`src/dtbs_pkg.sv`:
```
// ----------------------------------------------------------------------------
// dtbs_pkg
// shared types and constants of the two-bit squash encoder
// ----------------------------------------------------------------------------
`default_nettype none

package dtbs_pkg;

	// request codes on req_type
	localparam logic [1:0] REQ_CHAR   = 2'd0;
	localparam logic [1:0] REQ_CONTIG = 2'd1;
	localparam logic [1:0] REQ_EOS    = 2'd2;

	// result codes on out_kind
	localparam logic [1:0] KIND_WORD   = 2'd0;
	localparam logic [1:0] KIND_REGION = 2'd1;
	localparam logic [1:0] KIND_ERROR  = 2'd2;

	// packing geometry
	localparam int BASES_PER_WORD = 16;
	localparam int BPW_LOG2       = $clog2(BASES_PER_WORD);
	localparam int WORD_BITS      = 32;
	localparam int CODE_BITS      = 2;

	// result field widths
	localparam int OUT_POS_BITS = 40;
	localparam int OUT_END_BITS = 41;

	// configuration port
	localparam int         APB_ADDR_BITS  = 2;
	localparam int         APB_DATA_BITS  = 32;
	localparam logic [1:0] REG_ALLOW_ADDR = 2'd0;

	// work handed from the front to the back
	typedef enum logic [2:0] {
		OP_BASE,
		OP_NONBASE,
		OP_BOUNDARY,
		OP_EOS,
		OP_ERROR
	} op_kind_t;

	typedef struct packed {
		op_kind_t              kind;
		logic [CODE_BITS-1:0]  code;
	} op_t;

	// one result beat
	typedef struct packed {
		logic [1:0]                    kind;
		logic [WORD_BITS-1:0]          word;
		logic [OUT_POS_BITS-1:0]       rbegin;
		logic signed [OUT_END_BITS-1:0] rend;
		logic [OUT_POS_BITS-1:0]       total;
		logic                          last;
	} res_t;

endpackage

`default_nettype wire

```
`src/dna_two_bit_squash_encoder_core.sv`:
```
// ----------------------------------------------------------------------------
// dna_two_bit_squash_encoder_core
// packs sequence characters into two-bit base words and reports valid regions
// ----------------------------------------------------------------------------
//
// channel   direction  handshake          beat
// input     in         push / full        req_type, char_byte
// result    out        pop / empty        out_kind, packed_word, region_begin,
//                                         region_end, valid_total, last_of_run
// config    in/out     psel/penable/...   allow_many_contigs at byte 0
//
// one input beat is taken every cycle while full is low; a result reaches the
// result ports through the work queue and then the result queue, and can be
// popped from there
// a beat giving two results writes both in one cycle; the result side drains
// one beat per cycle while pop is high and so sets the sustained rate
// whitespace and beats after a halt give no result and cost nothing downstream
// asynchronous reset clears position, run state, counts, halt and both queues
// full rises only when the work queue is full; empty/pop stall the back alone
//
`default_nettype none

module dna_two_bit_squash_encoder_core
	import dtbs_pkg::*;
#(
	parameter int POS_BITS = 40
) (
	input  wire logic                     clk,
	input  wire logic                     arst_n,

	// input queue side
	input  wire logic                     push,
	output logic                          full,
	input  wire logic [1:0]               req_type,
	input  wire logic [7:0]               char_byte,

	// result queue side
	output logic                          empty,
	input  wire logic                     pop,
	output logic [1:0]                    out_kind,
	output logic [WORD_BITS-1:0]          packed_word,
	output logic [OUT_POS_BITS-1:0]       region_begin,
	output logic signed [OUT_END_BITS-1:0] region_end,
	output logic [OUT_POS_BITS-1:0]       valid_total,
	output logic                          last_of_run,

	// configuration port
	input  wire logic                     psel,
	input  wire logic                     penable,
	input  wire logic                     pwrite,
	input  wire logic [APB_ADDR_BITS-1:0] paddr,
	input  wire logic [APB_DATA_BITS-1:0] pwdata,
	output logic [APB_DATA_BITS-1:0]      prdata,
	output logic                          pready
);

	logic allow_q;   // allow_many_contigs
	logic op_full;
	logic op_push;
	op_t  op_in;
	logic op_valid;
	logic op_pop;
	op_t  op_out;
	res_t res;

	// config register, written in the access phase
	assign pready = 1'b1;
	assign prdata = (paddr == REG_ALLOW_ADDR) ? APB_DATA_BITS'(allow_q) : '0;

	always_ff @(posedge clk or negedge arst_n) begin
		if (!arst_n) begin
			allow_q <= 1'b1;
		end else if (psel && penable && pwrite && pready && paddr == REG_ALLOW_ADDR) begin
			allow_q <= pwdata[0];
		end
	end

	// front: accept, skip whitespace, decode, boundary check and halt
	dtbs_front u_front (
		.clk        (clk),
		.arst_n     (arst_n),
		.push       (push),
		.full       (full),
		.req_type   (req_type),
		.char_byte  (char_byte),
		.allow_many (allow_q),
		.op_full    (op_full),
		.op_push    (op_push),
		.op         (op_in)
	);

	// short work queue so front and back stall on their own
	dtbs_opq u_opq (
		.clk    (clk),
		.arst_n (arst_n),
		.push   (op_push),
		.din    (op_in),
		.full   (op_full),
		.valid  (op_valid),
		.pop    (op_pop),
		.dout   (op_out)
	);

	// back: positions, packing, regions and the result queue
	dtbs_back #(
		.POS_BITS (POS_BITS)
	) u_back (
		.clk      (clk),
		.arst_n   (arst_n),
		.op_valid (op_valid),
		.op       (op_out),
		.op_pop   (op_pop),
		.empty    (empty),
		.pop      (pop),
		.res      (res)
	);

	// result beat fields
	assign out_kind     = res.kind;
	assign packed_word  = res.word;
	assign region_begin = res.rbegin;
	assign region_end   = res.rend;
	assign valid_total  = res.total;
	assign last_of_run  = res.last;

endmodule

`default_nettype wire

```
`src/dtbs_front.sv`:
```
// ----------------------------------------------------------------------------
// dtbs_front
// accepts input beats, drops whitespace, decodes bases, checks boundaries
// ----------------------------------------------------------------------------
`default_nettype none

module dtbs_front
	import dtbs_pkg::*;
(
	input  wire logic       clk,
	input  wire logic       arst_n,
	input  wire logic       push,
	output logic            full,
	input  wire logic [1:0] req_type,
	input  wire logic [7:0] char_byte,
	input  wire logic       allow_many,
	input  wire logic       op_full,
	output logic            op_push,
	output op_t             op
);

	logic halted_q;
	logic accept;
	logic keep;
	logic set_halt;

	// space, tab, newline, vertical tab, form feed, carriage return
	function automatic logic is_space(input logic [7:0] c);
		return (c inside {8'h20, [8'h09:8'h0d]});
	endfunction

	function automatic logic is_base(input logic [7:0] c);
		return (c inside {"A", "a", "C", "c", "G", "g", "T", "t"});
	endfunction

	function automatic logic [CODE_BITS-1:0] base_code(input logic [7:0] c);
		logic [CODE_BITS-1:0] r;
		case (c)
			"C", "c": r = 2'd1;
			"G", "g": r = 2'd2;
			"T", "t": r = 2'd3;
			default:  r = 2'd0;
		endcase
		return r;
	endfunction

	assign full    = op_full;
	assign accept  = push && !op_full;
	assign op_push = accept && keep && !halted_q;

	always_comb begin
		keep     = 1'b0;
		set_halt = 1'b0;
		op.kind  = OP_BASE;
		op.code  = '0;
		case (req_type)
			REQ_CHAR: begin
				keep    = !is_space(char_byte);
				op.kind = is_base(char_byte) ? OP_BASE : OP_NONBASE;
				op.code = base_code(char_byte);
			end
			REQ_CONTIG: begin
				keep     = 1'b1;
				op.kind  = allow_many ? OP_BOUNDARY : OP_ERROR;
				set_halt = !allow_many;
			end
			REQ_EOS: begin
				keep    = 1'b1;
				op.kind = OP_EOS;
			end
			default: keep = 1'b0;
		endcase
	end

	// halt holds until reset
	always_ff @(posedge clk or negedge arst_n) begin
		if (!arst_n) begin
			halted_q <= 1'b0;
		end else if (op_push && set_halt) begin
			halted_q <= 1'b1;
		end
	end

endmodule

`default_nettype wire

```
`src/dtbs_opq.sv`:
```
// ----------------------------------------------------------------------------
// dtbs_opq
// two-entry queue of decoded work between front and back
// ----------------------------------------------------------------------------
`default_nettype none

module dtbs_opq
	import dtbs_pkg::*;
(
	input  wire logic clk,
	input  wire logic arst_n,
	input  wire logic push,
	input  op_t       din,
	output logic      full,
	output logic      valid,
	input  wire logic pop,
	output op_t       dout
);

	op_t        mem_q [2];
	logic       head_q;
	logic       tail_q;
	logic [1:0] cnt_q;
	logic       do_push;
	logic       do_pop;

	assign full    = (cnt_q == 2'd2);
	assign valid   = (cnt_q != 2'd0);
	assign dout    = mem_q[head_q];
	assign do_push = push && !full;
	assign do_pop  = pop && valid;

	always_ff @(posedge clk) begin
		if (do_push) begin
			mem_q[tail_q] <= din;
		end
	end

	always_ff @(posedge clk or negedge arst_n) begin
		if (!arst_n) begin
			head_q <= 1'b0;
			tail_q <= 1'b0;
			cnt_q  <= 2'd0;
		end else begin
			if (do_push) begin
				tail_q <= !tail_q;
			end
			if (do_pop) begin
				head_q <= !head_q;
			end
			cnt_q <= cnt_q + 2'(do_push) - 2'(do_pop);
		end
	end

endmodule

`default_nettype wire

```
`src/dtbs_back.sv`:
```
// ----------------------------------------------------------------------------
// dtbs_back
// position and run tracking, word packing, region records, result queue
// ----------------------------------------------------------------------------
`default_nettype none

module dtbs_back
	import dtbs_pkg::*;
#(
	parameter int POS_BITS = 40
) (
	input  wire logic clk,
	input  wire logic arst_n,
	input  wire logic op_valid,
	input  op_t       op,
	output logic      op_pop,
	output logic      empty,
	input  wire logic pop,
	output res_t      res
);

	localparam int RQ_DEPTH = 4;
	localparam int RQ_PTR   = $clog2(RQ_DEPTH);
	localparam int RQ_CNT   = RQ_PTR + 1;

	// encoder state
	logic [POS_BITS-1:0]  pos_q;
	logic [WORD_BITS-1:0] accum_q;
	logic                 in_run_q;
	logic [POS_BITS-1:0]  run_begin_q;
	logic [POS_BITS-1:0]  run_len_q;
	logic [POS_BITS-1:0]  vcount_q;

	// result queue
	res_t              rq_q [RQ_DEPTH];
	logic [RQ_PTR-1:0] head_q;
	logic [RQ_PTR-1:0] tail_q;
	logic [RQ_CNT-1:0] cnt_q;
	logic              out_pop;

	logic [POS_BITS-1:0]     pos_inc;
	logic [WORD_BITS-1:0]    accum_shift;
	logic                    word_full;
	logic [POS_BITS-1:0]     vcount_sum;
	logic [BPW_LOG2-1:0]     fill;
	logic [BPW_LOG2:0]       fill_neg;
	logic [WORD_BITS-1:0]    pad_word;
	res_t                    region_rec;
	res_t                    word_rec;
	res_t                    pad_rec;
	res_t                    err_rec;
	res_t                    r0;
	res_t                    r1;
	logic [1:0]              n_res;

	// room for two results before taking work
	assign op_pop  = op_valid && (cnt_q <= RQ_CNT'(RQ_DEPTH - 2));
	assign empty   = (cnt_q == '0);
	assign out_pop = pop && !empty;
	assign res     = rq_q[head_q];

	always_comb begin
		pos_inc     = pos_q + 1'b1;
		accum_shift = {accum_q[WORD_BITS-CODE_BITS-1:0], op.code};
		if (op.kind == OP_NONBASE) begin
			accum_shift[CODE_BITS-1:0] = '0;
		end
		word_full  = (pos_inc[BPW_LOG2-1:0] == '0);
		vcount_sum = vcount_q + run_len_q;
		fill       = pos_q[BPW_LOG2-1:0];
		fill_neg   = (BPW_LOG2+1)'(BASES_PER_WORD) - {1'b0, fill};
		pad_word   = accum_q << {fill_neg[BPW_LOG2-1:0], 1'b0};

		// closes the open run, or an empty region at the current position
		region_rec        = '0;
		region_rec.kind   = KIND_REGION;
		region_rec.rbegin = in_run_q ? OUT_POS_BITS'(run_begin_q) : OUT_POS_BITS'(pos_q);
		region_rec.rend   = OUT_END_BITS'(pos_q) - OUT_END_BITS'(1);
		region_rec.total  = in_run_q ? OUT_POS_BITS'(vcount_sum) : OUT_POS_BITS'(vcount_q);

		word_rec       = '0;
		word_rec.kind  = KIND_WORD;
		word_rec.word  = accum_shift;
		word_rec.total = (op.kind == OP_NONBASE && in_run_q) ?
			OUT_POS_BITS'(vcount_sum) : OUT_POS_BITS'(vcount_q);

		pad_rec       = '0;
		pad_rec.kind  = KIND_WORD;
		pad_rec.word  = pad_word;
		pad_rec.total = OUT_POS_BITS'(vcount_q);

		err_rec      = '0;
		err_rec.kind = KIND_ERROR;

		r0    = word_rec;
		r1    = word_rec;
		n_res = 2'd0;
		case (op.kind)
			OP_BASE: begin
				n_res = word_full ? 2'd1 : 2'd0;
			end
			OP_NONBASE: begin
				if (in_run_q) begin
					r0    = region_rec;
					n_res = word_full ? 2'd2 : 2'd1;
				end else begin
					n_res = word_full ? 2'd1 : 2'd0;
				end
			end
			OP_BOUNDARY: begin
				r0    = region_rec;
				n_res = 2'd1;
			end
			OP_EOS: begin
				if (fill != '0) begin
					r0    = pad_rec;
					r1    = region_rec;
					n_res = 2'd2;
				end else begin
					r0    = region_rec;
					n_res = 2'd1;
				end
			end
			OP_ERROR: begin
				r0    = err_rec;
				n_res = 2'd1;
			end
			default: n_res = 2'd0;
		endcase
		r0.last = (n_res == 2'd1);
		r1.last = 1'b1;
	end

	always_ff @(posedge clk or negedge arst_n) begin
		if (!arst_n) begin
			pos_q       <= '0;
			accum_q     <= '0;
			in_run_q    <= 1'b0;
			run_begin_q <= '0;
			run_len_q   <= '0;
			vcount_q    <= '0;
		end else if (op_pop) begin
			case (op.kind)
				OP_BASE: begin
					if (!in_run_q) begin
						in_run_q    <= 1'b1;
						run_begin_q <= pos_q;
						run_len_q   <= POS_BITS'(1);
					end else begin
						run_len_q <= run_len_q + 1'b1;
					end
					pos_q   <= pos_inc;
					accum_q <= word_full ? '0 : accum_shift;
				end
				OP_NONBASE: begin
					if (in_run_q) begin
						in_run_q <= 1'b0;
						vcount_q <= vcount_sum;
					end
					pos_q   <= pos_inc;
					accum_q <= word_full ? '0 : accum_shift;
				end
				OP_BOUNDARY: begin
					if (in_run_q) begin
						in_run_q <= 1'b0;
						vcount_q <= vcount_sum;
					end
				end
				OP_EOS: begin
					pos_q       <= '0;
					accum_q     <= '0;
					in_run_q    <= 1'b0;
					run_begin_q <= '0;
					run_len_q   <= '0;
					vcount_q    <= '0;
				end
				default: begin
				end
			endcase
		end
	end

	// result queue, up to two writes a cycle
	always_ff @(posedge clk) begin
		if (op_pop && n_res != 2'd0) begin
			rq_q[tail_q] <= r0;
		end
		if (op_pop && n_res == 2'd2) begin
			rq_q[tail_q + 1'b1] <= r1;
		end
	end

	always_ff @(posedge clk or negedge arst_n) begin
		if (!arst_n) begin
			head_q <= '0;
			tail_q <= '0;
			cnt_q  <= '0;
		end else begin
			if (op_pop) begin
				tail_q <= tail_q + RQ_PTR'(n_res);
			end
			if (out_pop) begin
				head_q <= head_q + 1'b1;
			end
			cnt_q <= cnt_q + (op_pop ? RQ_CNT'(n_res) : '0) - RQ_CNT'(out_pop);
		end
	end

	// result queue never overflows
	assert property (@(posedge clk) disable iff (!arst_n)
		cnt_q <= RQ_CNT'(RQ_DEPTH))
		else $error("result queue overflow");

	// work is only taken with room for two results
	assert property (@(posedge clk) disable iff (!arst_n)
		op_pop |-> (cnt_q <= RQ_CNT'(RQ_DEPTH - 2)))
		else $error("work taken without result room");

	// end of stream leaves the stream state cleared
	assert property (@(posedge clk) disable iff (!arst_n)
		(op_pop && op.kind == OP_EOS) |=> (pos_q == '0 && !in_run_q && vcount_q == '0))
		else $error("stream state not cleared after end of stream");

	// a base that opens a run records the run as open with a length of one
	assert property (@(posedge clk) disable iff (!arst_n)
		(op_pop && op.kind == OP_BASE && !in_run_q) |=> (in_run_q && run_len_q == POS_BITS'(1)))
		else $error("run start not recorded");

endmodule

`default_nettype wire

```
`config.mk`:
```
export PLATFORM = sky130hd
export DESIGN_NAME = dna_two_bit_squash_encoder_core
export DESIGN_NICKNAME = d
export VERILOG_FILES = /design/src/dtbs_pkg.sv /design/src/dna_two_bit_squash_encoder_core.sv /design/src/dtbs_front.sv /design/src/dtbs_opq.sv /design/src/dtbs_back.sv
export SDC_FILE = /design/constraint.sdc
export NUM_CORES = 2
export LEC_CHECK = 0
export BUFFER_PORTS_ARGS = -buffer_cell sky130_fd_sc_hd__buf_2
export CAP_MARGIN = 20
export CORE_MARGIN = 2
export CORE_UTILIZATION = 56
export DETAILED_ROUTE_END_ITERATION = 8
export PLACE_DENSITY = 0.77
export SLEW_MARGIN = 10
export SYNTH_ARGS = -nofsm -noshare
export SYNTH_HDL_FRONTEND = slang
export SYNTH_SLANG_ARGS = --single-unit
```
`constraint.sdc`:
```
create_clock -name clk -period 6.75 [get_ports clk]
set_input_delay 0.3375 -clock clk [delete_from_list [all_inputs] [get_ports clk]]
set_output_delay 0.3375 -clock clk [all_outputs]
set_load 0.02 [all_outputs]
```
==> results.json <==
{
  "outcome": "finished, final reports clean",
  "synth.avg_cell_area_sq_um": 12.3,
  "required_ns": 7.02,
  "nFillCells": 5595,
  "worstSetupEndpointType": "flop",
  "vias": 31700,
  "clk_pin_slew_ns": 0.06,
  "ir_drop_v": 0.000401,
  "ys_ff_latch": 840,
  "rsz0062_at_grt": "no",
  "reg2reg_setup_slack_ns": 1.66,
  "p_total_mw": 18.4,
  "post_cts_resized": 0,
  "dieHeight_um": 280,
  "drt_iter0_markers": 3851,
  "synth.distinct_cells": 89,
  "seq_area_frac_synth": 0.564,
  "cpLargestDelayFamily": "simple AND/OR/NAND/NOR gates",
  "finalCritPeriodShare": 0.754,
  "setup_slack_ns": 1.66,
  "ctsLongestPathBuffers": 3,
  "finalWirelength_um": 118000,
  "place.gp.congestion": 0.937,
  "reg2reg_to": "u_back.rq_q[2][5]$_DFFE_PP_",
  "worst_pin_slew_ns": 1.16,
  "via_per_inst": 6.93,
  "routedWlPerCell_um": 25.8,
  "antenna_cells": 0,
  "max-cap-violations": 0,
  "ff2ff_path_depth": 10,
  "setup.worst_path.end": "u_back.rq_q[2][5]$_DFFE_PP_",
  "crit_buf_inv": 2,
  "grt_pass1_vias": 31300,
  "overflow": 0,
  "die_w_um": 280,
  "timing.slew.headroom": 0.224,
  "grt_pass1_wl_um": 181000,
  "finClkSkew_ns": 0.0270,
  "worst-path-stages": 10,
  "drv_slew": 0,
  "antenna_found_initial": 0,
  "final.setup.tns_ns": 0,
  "clk_latency_ns": 0.66,
  "die_area_sq_mm": 0.0785,
  "syn_inst": 3483,
  "setup-violations-final": 0,
  "ys_async_sr_fraction": 0.245,
  "yosys_warnings": 0,
  "dp_worst_setup_slack_ns": 1.75,
  "p_per_area_mw_per_mm2": 390,
  "critPathLaunch": "u_back.pos_q[0]$_DFFE_PN0P_",
  "worstPathArrival_ns": 5.37,
  "syn_area_sq_mm": 0.0427,
  "start_kind": "flop",
  "cp_slowest_cell": "nor3b_1",
  "hold_ws_ns": 0.0382,
  "ios": 242,
  "remaining_drc_errors": 0,
  "slowest_delay_ns": 0.65,
  "dp_hpwl_um": 70600,
  "fin_nets": 3624,
  "clockRootBuffer": "clkbuf_16",
  "dr.pass1.iters": 6,
  "areaGrowthSynthToFinish_pct": 10.7,
  "fp-row-count": 101,
  "final_common_cell": "edfxtp_1",
  "htreeDepth": 3,
  "final_layout_size_suffix_gt1_frac": 0.179,
  "final_util": 0.625,
  "cts_sinks": 840,
  "max_freq_mhz": 196,
  "numCtsBuffers": 87,
  "cp_max_fo": 50,
  "grt_max_degree": 140,
  "hold_viol_final": 0,
  "r2r-start": "u_back.pos_q[0]$_DFFE_PN0P_",
  "drtAntennaViolNets": 0,
  "start_util": 0.564,
  "synth_enable_flop_cells": 626,
  "crit_type": "reg -> reg",
  "design.core.area_sq_mm": 0.0757,
  "p_leak_nw": 16.2,
  "ys.flop_type": "edfxtp_1",
  "hold_path_class": "in -> reg",
  "crit_chain": "inv_1 > ha_1 > nor3b_1 > o21ai_0 > nand2_1 > o211ai_2 > o21ai_1 > nand2_4 > nand2_8 > buf_4",
  "cts_tree": "yes",
  "mostFrequentLayoutCells": "edfxtp_1 (626), o22ai_1 (404), nor2_1 (335)",
  "port_buffers": 178,
  "fin_crit_ns": 5.09,
  "grtUsageTotal": 0.298
}
-- synth_stat cells, drive strengths merged (19+ instances only) --
cell / count / area (sq um)
a21o: 30 / 225
a21oi: 108 / 541
a22o: 135 / 1180
a22oi: 85 / 638
buf: 106 / 562
clkbuf: 217 / 816
dfrtp: 205 / 5130
edfxtp: 626 / 18800
ha: 53 / 663
inv: 48 / 180
mux2: 48 / 544
mux2i: 46 / 464
mux4: 165 / 3720
nand2: 248 / 936
nand3: 46 / 230
nand4: 40 / 256
nor2: 343 / 1310
nor2b: 19 / 134
nor3: 43 / 246
o21ai: 97 / 485
o22ai: 404 / 2530
or3: 29 / 191
xnor2: 78 / 683
xor2: 70 / 613
-- metal layers --
| metal | up-vias | routed length (um) | GRT usage |
|---|---|---|---|
| met4 | 0 | 4670 | 0.131 |
| met1 | 15700 | 44500 | 0.394 |
| li1 | 13600 | - | - |
| met2 | 1995 | 57000 | 0.485 |
| met3 | 307 | 11600 | 0.0535 |
| met5 | - | 0 | 0 |
-- metrics by stage --
stage                     cells  instance area (sq um)
after floorplan            3513                  42800
after global placement     4404                  44400
after detailed placement   4404                  44400
after CTS                  4569                  47300
after global routing       4569                  47300
final                      4569                  47300
-- state kept, by name (all words and copies together), names as in the netlist --
register            cells
u_back.vcount_q        40
u_opq.mem_q            10
u_front.halted_q        1
u_back.run_len_q       40
u_opq.head_q            1
u_back.tail_q           2
u_back.rq_q           624
u_back.head_q           2
u_back.cnt_q            3
u_opq.cnt_q             2
u_back.accum_q         32
u_back.pos_q           40
allow_q                 1
u_back.run_begin_q     40
u_back.in_run_q         1
u_opq.tail_q            1
-- logic make-up (layout without fill, tap and decap cells) --
| kind of cell | after synthesis | after routing | share of synthesized area |
|---|---|---|---|
| other | 2 | 32 | 0.000176 |
| XOR/XNOR | 148 | 148 | 0.0303 |
| buffers and inverters | 372 | 450 | 0.0366 |
| adder cells (fa/ha/maj) | 55 | 55 | 0.0165 |
| flip-flops | 840 | 840 | 0.564 |
| AO/OA/AOI/OAI | 972 | 972 | 0.152 |
| AND/OR/NAND/NOR | 835 | 835 | 0.0891 |
| multiplexers | 259 | 259 | 0.111 |
-- worst reg2reg max path, cell delays in order (launching register included) --
cell      delay (ns)
dfrtp_2         0.50
inv_1           0.24
ha_1            0.31
nor3b_1         0.65
o21ai_0         0.28
nand2_1         0.18
o211ai_2        0.13
o21ai_1         0.61
nand2_4         0.62
nand2_8         0.65
buf_4           0.53
-- worst min path at each step --
| stage | cells after the start | start | endpoint | slack [ns] |
|---|---|---|---|---|
| after floorplan | 0 | arst_n | u_back.accum_q[0]$_DFFE_PN0P_ | 0.04 |
| after global placement | 1 | arst_n | u_front.halted_q$_DFFE_PN0P_ | 0.33 |
| after detailed placement | 1 | arst_n | u_front.halted_q$_DFFE_PN0P_ | 0.33 |
| after CTS | 3 | paddr[0] | allow_q$_DFFE_PN1P_ | 0.04 |
| after global routing | 3 | paddr[0] | allow_q$_DFFE_PN1P_ | 0.08 |
| final | 3 | paddr[0] | allow_q$_DFFE_PN1P_ | 0.04 |
-- power by group --
part	leakage [nW]	total, mW	internal [mW]	switching [mW]
registers	8.44	6.93	6.39	0.541
clock network	1.41	4.90	2.84	2.06
logic	6.36	6.60	2.22	4.38
total	16.2	18.4	11.5	6.98
-- timing repair --
action	CTS	global route
hold endpoints to repair	60	0
hold buffers	3	0
endpoints found under the setup margin	0	0
setup buffers	0	0
-- area by class of cell --
cell class	instances	area, sq um	share of cell area
flip-flops and latches	840	24100	0.510
multi-input cells	2301	17400	0.368
clock buffers	114	2340	0.0495
repair buffers	239	1490	0.0315
well taps	978	1220	0.0259
clock inverters	48	544	0.0115
inverters	49	184	0.00389
Note: power is estimated with default switching activity, not from simulation.
